## src/rtl/core/dcqs_pkg.sv

```systemverilog
// ----------------------------------------------------------------------------
// dcqs_pkg
// Shared types, codes and helpers for the DMA command queue splitter.
// ----------------------------------------------------------------------------
package dcqs_pkg;

    localparam int DEF_RING_DEPTH = 128;
    localparam int DEF_PRIO_DEPTH = 8;

    // 128 KiB source window, held as an 18-bit quantity
    localparam logic [17:0] BOUNDARY      = 18'h20000;
    localparam logic [7:0]  SRC_FILL_CODE = 8'h80;
    localparam logic [7:0]  SRC_COPY_CODE = 8'hC0;

    typedef enum logic [1:0] {
        KIND_XFER   = 2'd0,
        KIND_SPRITE = 2'd1,
        KIND_FILL   = 2'd2,
        KIND_COPY   = 2'd3
    } t_kind;

    typedef enum logic [2:0] {
        RES_STORED       = 3'd0,
        RES_STORED_SPLIT = 3'd1,
        RES_PART_DROPPED = 3'd2,
        RES_DROPPED_FULL = 3'd3,
        RES_POPPED       = 3'd4,
        RES_EMPTY        = 3'd5
    } t_result;

    // One stored command
    typedef struct packed {
        logic [1:0]  kind;
        logic [1:0]  target;
        logic [15:0] dest;
        logic [23:0] source_reg;
        logic [15:0] length;
        logic [7:0]  stride;
    } t_entry;

    // Controller to datapath
    typedef struct packed {
        logic accept;
        logic wr_up;
        logic wr_low;
        logic load;
    } t_cmd;

    // Datapath to controller
    typedef struct packed {
        logic in_pop;
        logic in_split;
        logic out_free;
    } t_dp_status;

    function automatic logic [23:0] source_reg(input logic [1:0] kind,
                                               input logic [23:0] src);
        logic [23:0] res;
        begin
            unique case (kind)
                KIND_FILL: res = {SRC_FILL_CODE, 8'h00, src[7:0]};
                KIND_COPY: res = {SRC_COPY_CODE, src[15:0]};
                default:   res = {1'b0, src[23:1]};
            endcase
            return res;
        end
    endfunction

endpackage

```

## src/rtl/core/dcqs_ctrl.sv

```systemverilog
// ----------------------------------------------------------------------------
// dcqs_ctrl
// Sequencer: accepts one beat, steps the queue writes or the read, then
// hands the result to the output register.
// ----------------------------------------------------------------------------
module dcqs_ctrl (
    input  logic                 i_clk,
    input  logic                 i_rst_n,
    input  logic                 i_valid,
    output logic                 o_ready,
    input  dcqs_pkg::t_dp_status i_status,
    output dcqs_pkg::t_cmd       o_cmd
);

    typedef enum logic [3:0] {
        S_IDLE   = 4'b0001,
        S_WR_UP  = 4'b0010,
        S_WR_LOW = 4'b0100,
        S_RD     = 4'b1000
    } t_state;

    t_state r_state;
    t_state n_state;

    always_comb begin
        n_state       = r_state;
        o_cmd         = '0;
        o_ready       = 1'b0;
        unique case (r_state)
            S_IDLE: begin
                o_ready      = 1'b1;
                o_cmd.accept = i_valid;
                if (i_valid) begin
                    if (i_status.in_pop) begin
                        n_state = S_RD;
                    end else if (i_status.in_split) begin
                        n_state = S_WR_UP;
                    end else begin
                        n_state = S_WR_LOW;
                    end
                end
            end
            S_WR_UP: begin
                o_cmd.wr_up = 1'b1;
                n_state     = S_WR_LOW;
            end
            S_WR_LOW: begin
                // hold the last write until the result can be taken
                if (i_status.out_free) begin
                    o_cmd.wr_low = 1'b1;
                    o_cmd.load   = 1'b1;
                    n_state      = S_IDLE;
                end
            end
            S_RD: begin
                if (i_status.out_free) begin
                    o_cmd.load = 1'b1;
                    n_state    = S_IDLE;
                end
            end
            default: begin
                n_state = S_IDLE;
            end
        endcase
    end

    always_ff @(posedge i_clk) begin
        if (!i_rst_n) begin
            r_state <= S_IDLE;
        end else begin
            r_state <= n_state;
        end
    end

endmodule

```

## config.mk

```make
export PLATFORM = sky130hd
export DESIGN_NAME = dcqs_ctrl
export DESIGN_NICKNAME = d
export VERILOG_FILES = /design/src/rtl/core/dcqs_pkg.sv /design/src/rtl/core/dcqs_ctrl.sv
export SDC_FILE = /design/constraint.sdc
export NUM_CORES = 1
export LEC_CHECK = 0
export BUFFER_PORTS_ARGS = -buffer_cell sky130_fd_sc_hd__buf_2
export CORE_AREA = 2 2 39 41
export DETAILED_ROUTE_END_ITERATION = 12
export DIE_AREA = 0 0 41 43
export SYNTH_ARGS = -nofsm -noshare
export SYNTH_HDL_FRONTEND = slang
export SYNTH_SLANG_ARGS = --single-unit
```

## constraint.sdc

```tcl
create_clock -name i_clk -period 4 [get_ports i_clk]
set_input_delay 0 -clock i_clk [delete_from_list [all_inputs] [get_ports i_clk]]
set_output_delay 0 -clock i_clk [all_outputs]
set_load 0.01 [all_outputs]
```

Word-level counts from Yosys, hierarchy flattened. Index checks and enable logic that the tools add are counted. Widths: inputs -> output; s select.

Equal/unequal tests: 6. Mux-type cells: 12. Reductions and logical operators: 2.

Operators by type and width (number): $mux 4 (3); $pmux 4 s3 (1); $mux 1 (5); $eq 4x1->1 const B (1); $eq 4x2->1 const B (1); $eq 4x3->1 const B (1); $eq 4x4->1 const B (1); $mux 3 (1); $mux 2 (1); $ne 2x1->1 const B (1); $ne 2x2->1 const B (1); $pmux 1 s2 (1); $reduce_and 2->1 (1); $reduce_or 2->1 (1).

Flip-flop bits (word level): 4. Input port bits: 6. Output and inout bits: 5. Word-level logic and storage cells: 21.

Depth between registers and ports, before layout. Gate-level depths: netlist (run 1).

Depth after elaboration: 4. Gate-level depth with buffers: 3.

Least setup slack after synthesis (run 1). OpenSTA, ideal clock, no wires.

Path type: flip-flop to flip-flop. From: register r_state[3]. To: register r_state[2]. Arrival: 1.250 ns. Data required time: 3.928 ns. Path slack: 2.678 ns. Cell stages (with the launch flop): 4. Path buffers: 0. Period minus slack after synthesis: 1.322 ns. Cell sequence: dfxtp_1 or4b_1 o22ai_2 mux2i_1.

Longest elaborated chain between the ends: 4. Elaborated cells on any way between the ends: 9. Those cells by class: eq/ne (6); mux (1); reduce/logical (2).

Ends and longest elaborated chain: start, declared (RTL line dcqs_ctrl.sv:22) `t_state r_state;`; start signal, assigned (RTL line dcqs_ctrl.sv:71) `r_state <= n_state;`; $eq 4x3->1 / $eq 4x4->1 (equally long branches) (RTL line dcqs_ctrl.sv:29) `unique case (r_state)`; $reduce_or 2->1 (no line); $ne 2x1->1 (no line); $reduce_and 2->1 (no line).

Parallel ways exist; a longest one is shown, timed or not. A chain may end at the register's enable or synchronous reset.

Worst setup path in the final report (run 1). Ends and elaborated chain as after synthesis.

==> reports/qor.yml, run 1 <==
grt:
  grt_util_met3_pct: 6.28
  grt_most_used_layer: "met2"
  grt_max_degree: 9
  global_route_wire_length_before_repair_um: 952
  use_met2_pct: 10.9
  grt.total_usage_pct: 8.13
  antenna_found_initial: 0
  groute.layer.met1.usage_pct: 9.97
  first_global_vias: 241
  globalRoute.totalOverflow: 0
cts:
  tritoncts.num_buffers: 3
  post_cts_hold_buffer_count: 0
  clk_pin_slew_worst_paths_ps: 40
  clk_path_buf_depth: 2
  root_buffer: "sky130_fd_sc_hd__clkbuf_4"
  cts.sinks: 4
  postCtsSetupBuffers: 0
  worst_skew_pair.late_latency_ps: 230
  cts_max_level: 1
  cts.repair.resized: 0
  cts_tree: "done"
worst_hold_path:
  worst_hold_path_type: "primary input to flip-flop"
synthesis:
  synth.distinct_cells: 22
  postSynthRegisterBits: 4
  adder_cell_share_of_the_synthesized_area_pct: 0
  synth.net_count: 36
  synthesis.area_per_instance_sq_um: 8.80
  simple_gate_share_of_the_synthesized_area_pct: 42.7
  synth.cell_area_sq_um: 264
  synth-compound-area-share_pct: 17.1
  synth_seq_area_share_pct: 30.3
  mux_contribution_to_synthesized_area_pct: 3.79
  postSynthCellCount: 30
  synthXorXnorAreaFrac_pct: 3.32
  synthesis_warning_total: 0
  dominant_combinational_cell_family_by_area_after_synthesis: "simple AND/OR/NAND/NOR gates"
sta:
  fin_max_slew_vios: 0
  setup_viol: 0
  relSlewSlack_pct: 79.5
  rsz0062_at_grt: "no"
  period_minus_slack_ps: 1410
  fmaxAchievable_mhz: 711
  report.final.hold_viol_count: 0
  worst_slew_pin_slew_ps: 307
  fin_ws_ps: 2590
  timing.final.crit_share_pct: 35.2
  tns_ps: 0
  finClkSkew_ps: 7.88
die:
  coreArea_sq_um: 1380
  rows: 14
  initial_utilization_pct: 19.1
  die_height_um: 43
  chipWidth_um: 41
  die_area_sq_um: 1760
  io_pins: 11
placement:
  globalplace.congestion: 0.702
  post-dp-hpwl_um: 484
  preCtsSetupSlack_ps: 2610
  io_buffers: 10
  placed_cells: 56
cells_and_area:
  layout.area.seq_sq_um: 80.1
  largest_registers: "r_state: 4 flops"
  finish.cell_count_without_fillers: 59
  area_growth_pct: 35.1
  diodes: 0
  multi_input_area_sq_um: 176
  top_register: "r_state"
  fillCellCount: 160
  largest_register_ff_count: 4
  fin_nets: 51
  layout_common_cells: "sky130_fd_sc_hd__buf_2 (10), sky130_fd_sc_hd__dfxtp_1 (4), sky130_fd_sc_hd__nor2_1 (3), sky130_fd_sc_hd__clkbuf_4 (3)"
  layout.cells.most_common: "sky130_fd_sc_hd__buf_2"
  drive_gt1_share_pct: 39.5
power_and_ir_drop:
  total_leakage_power_nw: 0.154
  p_total_w: 0.000130
  vdd.ir_drop.worst_v: 0.000158
  power_density_nw_per_um2: 364
route:
  drt-initial-drc-count: 1
  drt-pass1-iter-count: 2
  wirelength_um: 603
  drc: 0
  antenna_violating_nets_post_route: 0
  route.detailed.wl_per_inst_um: 10.2
  dr_total_vias: 269
  post_drt_via_cell_ratio: 4.56
worst_setup_path:
  start_kind: "flip-flop"
  critical_path_arrival_ps: 1560
  path_class: "flip-flop to flip-flop"
  end_kind: "flip-flop"
  critPathRequiredTime_ps: 4150
  worst-path-max-fanout: 7
job:
  timing.max_cap.violations: 0
outcome:
  run_status: "complete, no violations"
[where the power goes]
group,internal (W),switching [W],total (W)
Clock,0.0000335,0.0000154,0.0000488
Sequential,0.0000432,0.00000555,0.0000487
Combinational,0.0000164,0.0000157,0.0000321
Total,0.0000930,0.0000366,0.000130
[critical path, stage by stage (launching register included)]
cell	delay, ps
sky130_fd_sc_hd__dfxtp_1	360
sky130_fd_sc_hd__or4b_1	550
sky130_fd_sc_hd__o22ai_2	210
sky130_fd_sc_hd__mux2i_1	200
[worst paths after layout]
check                          startpoint                      end  slack (ps)  depth (start not counted)
setup / recovery  r_state[3]$_SDFFE_PN0P_  r_state[2]$_SDFFE_PN0P_        2590                          3
hold / removal                    i_rst_n  r_state[0]$_SDFFE_PN1P_           8                          2
setup reg to reg  r_state[3]$_SDFFE_PN0P_  r_state[2]$_SDFFE_PN0P_        2590                          3
hold reg to reg   r_state[2]$_SDFFE_PN0P_  r_state[2]$_SDFFE_PN0P_         560                          2
[final cells by class]
cell class | count | area share (%)
flip-flops and latches | 4 | 22.5
well taps | 16 | 5.61
clock buffers | 3 | 6.32
multi-input cells | 24 | 49.5
inverters | 2 | 2.11
repair buffers | 10 | 14.0
[metal layers]
| metal | wire length [um] | vias to the layer above |
|---|---|---|
| li1 | - | 143 |
| met1 | 300 | 118 |
| met2 | 258 | 8 |
| met3 | 44 | 0 |
| met4 | 0 | 0 |
| met5 | 0 | - |
[stage by stage]
| stage | instance area, sq um | hold slack [ps] | utilization, % |
|---|---|---|---|
| floorplan | 264 | 78.6 | - |
| global placement | 334 | 251 | 24.1 |
| detailed placement | 334 | 253 | 24.1 |
| CTS | 357 | 4.69 | 25.8 |
| global route | 357 | 12.5 | 25.8 |
| finish | 357 | 7.69 | 25.8 |
[cells in the mapped netlist]
cell type	count	area, sq um
sky130_fd_sc_hd__or3_1	1	6.26
sky130_fd_sc_hd__and2_1	2	12.5
sky130_fd_sc_hd__o22ai_2	1	12.5
sky130_fd_sc_hd__a32o_2	1	11.3
sky130_fd_sc_hd__nor2_1	3	11.3
sky130_fd_sc_hd__nor3b_1	1	7.51
sky130_fd_sc_hd__dfxtp_1	4	80.1
sky130_fd_sc_hd__and2_2	1	7.51
sky130_fd_sc_hd__mux2i_1	1	10.0
sky130_fd_sc_hd__o221ai_1	1	8.76
sky130_fd_sc_hd__xnor2_1	1	8.76
sky130_fd_sc_hd__nor2b_1	1	6.26
sky130_fd_sc_hd__nand2_1	1	3.75
sky130_fd_sc_hd__o211ai_1	1	7.51
sky130_fd_sc_hd__nor3_1	2	10.0
sky130_fd_sc_hd__nand3_1	1	5.00
sky130_fd_sc_hd__nand4b_1	1	8.76
sky130_fd_sc_hd__nor4b_2	1	15.0
sky130_fd_sc_hd__inv_1	2	7.51
sky130_fd_sc_hd__or4b_1	1	10.0
sky130_fd_sc_hd__nor4b_1	1	8.76
sky130_fd_sc_hd__a21oi_1	1	5.00
[logic make-up after synthesis]
| kind of cell | count (synthesis) |
|---|---|
| compound gates | 5 |
| xor+xnor | 1 |
| buf+inv | 2 |
| flops | 4 |
| mux | 1 |
| simple gates | 17 |
No activity file was read; power rests on OpenSTA's default activity.
==> run 2, diff against run 1 <==
- clock period: 4 -> 1.15 ns (I/O delays scaled with it)
==> reports/qor.yml, run 2 (synthesis gave the netlist of run 1 again) <==
worst_setup_path:
  start_kind: "flip-flop"
  worst-path-max-fanout: 3
  path_depth: 3
  count_of_buffer_and_inverter_cells_on_the_critical_path: 0
  cp_slowest_stage_delay_ps: 520
  critPathRequiredTime_ps: 1300
  timing.reg2reg.worst_path_depth: 3
  crit_family: "simple AND/OR/NAND/NOR gates"
  timing.critical_path.cells: "or4b_4 -> o22ai_4 -> mux2i_1"
  slowest_stage: "sky130_fd_sc_hd__or4b_4"
  setup.reg_to_reg.worst_slack_ps: -150
  critical_path_arrival_ps: 1450
  path_class: "flip-flop to flip-flop"
  end_kind: "flip-flop"
outcome:
  violations: "negative setup slack"
  run_status: "complete, but fails checks"
cells_and_area:
  fin_nets: 61
  area_growth_pct: 102
  fillCellCount: 144
  layout_common_cells: "sky130_fd_sc_hd__buf_2 (8), sky130_fd_sc_hd__buf_4 (7), sky130_fd_sc_hd__buf_6 (5), sky130_fd_sc_hd__clkbuf_4 (3)"
  largest_register_ff_count: 4
  fin_util_pct: 38.5
  multi_input_area_sq_um: 249
  largest_registers: "r_state: 4 flops"
  drive_gt1_share_pct: 77.4
  layout.cells.most_common: "sky130_fd_sc_hd__buf_2"
  layout.area.seq_sq_um: 85.1
  diodes: 0
  top_register: "r_state"
sta:
  holdWs_ps: 23.9
  report.final.hold_viol_count: 0
  setup_viol: 7
  fmaxAchievable_mhz: 771
  period_minus_slack_ps: 1300
  fin_ws_ps: -148
  fin_max_slew_vios: 0
  timing.final.crit_share_pct: 113
  relSlewSlack_pct: 83.9
  finClkSkew_ps: 0.683
  worst_slew_pin_slew_ps: 238
  rsz0062_at_grt: "yes"
job:
  timing.max_cap.violations: 0
grt:
  first_global_vias: 313
  grt.total_usage_pct: 10.5
  global_route_wire_length_before_repair_um: 1260
  globalRoute.totalOverflow: 0
  antenna_found_initial: 0
  grt_max_degree: 7
placement:
  globalplace.congestion: 0.779
  io_buffers: 10
  preCtsSetupSlack_ps: -192
  post-dp-hpwl_um: 511
cts:
  root_buffer: "sky130_fd_sc_hd__clkbuf_4"
  cts_max_level: 1
  post_cts_hold_buffer_count: 0
  worst_skew_pair.late_latency_ps: 230
  tritoncts.num_buffers: 3
  clk_pin_slew_worst_paths_ps: 40
  cts_tree: "done"
  cts.sinks: 4
  clk_path_buf_depth: 2
worst_hold_path:
  worst_hold_path_type: "primary input to flip-flop"
  min_path_cells: 2
die:
  chipWidth_um: 41
  io_pins: 11
  die_height_um: 43
  rows: 14
  die_area_sq_um: 1760
  initial_utilization_pct: 19.1
  coreArea_sq_um: 1380
route:
  wirelength_um: 846
  drc: 0
  post_drt_via_cell_ratio: 4.59
  antenna_violating_nets_post_route: 0
  dr_total_vias: 317
  drt-initial-drc-count: 0
  route.detailed.wl_per_inst_um: 12.3
  drt-pass1-iter-count: 1
power_and_ir_drop:
  power_density_nw_per_um2: 1090
  total_leakage_power_nw: 0.236
  vdd.ir_drop.worst_v: 0.000638
  p_total_w: 0.000578
-- run 2: final timing paths --
path | to | start
worst max-delay path | r_state[2]$_SDFFE_PN0P_ | r_state[3]$_SDFFE_PN0P_
worst min-delay path | r_state[0]$_SDFFE_PN1P_ | i_rst_n
worst max register to register | r_state[2]$_SDFFE_PN0P_ | r_state[3]$_SDFFE_PN0P_
worst min register to register | r_state[1]$_SDFFE_PN0P_ | r_state[2]$_SDFFE_PN0P_
-- run 2: power by group --
group	internal, W	leakage, nW	switching, W
Clock	0.000116	0.0138	0.0000511
Sequential	0.000150	0.0339	0.00000854
Combinational	0.000147	0.188	0.000106
Total	0.000413	0.236	0.000165
-- run 2: per-layer routing --
layer | wire, um | global-route usage, % | vias up
li1 | - | - | 160
met1 | 327 | 12.6 | 150
met2 | 476 | 16.3 | 7
met3 | 43 | 2.09 | 0
met4 | 0 | 6.00 | 0
met5 | 0 | 0 | -
-- run 2: per-stage QoR --
step | instance area, sq um | TNS [ps] | std cells
floorplan | 265 | -537 | 30
global placement | 380 | -404 | 62
detailed placement | 380 | -469 | 62
CTS | 492 | -547 | 68
global route | 533 | -934 | 69
finish | 533 | -525 | 69
-- run 2: repair_timing --
item / CTS / global route
cloned: 0 / 0
endpoints found under the hold margin: 0 / 0
pin swaps: 6 / 7
setup buffers: 3 / 1
gates resized for setup: 15 / 7
setup endpoints to repair: 8 / 9
-- run 2: area by class of cell --
type | count | area share [%]
Inverter | 2 | 1.41
Multi-Input combinational cell | 24 | 46.7
Tap cell | 16 | 3.76
Clock buffer | 3 | 4.23
Sequential cell | 4 | 16.0
Timing Repair Buffer | 20 | 27.9
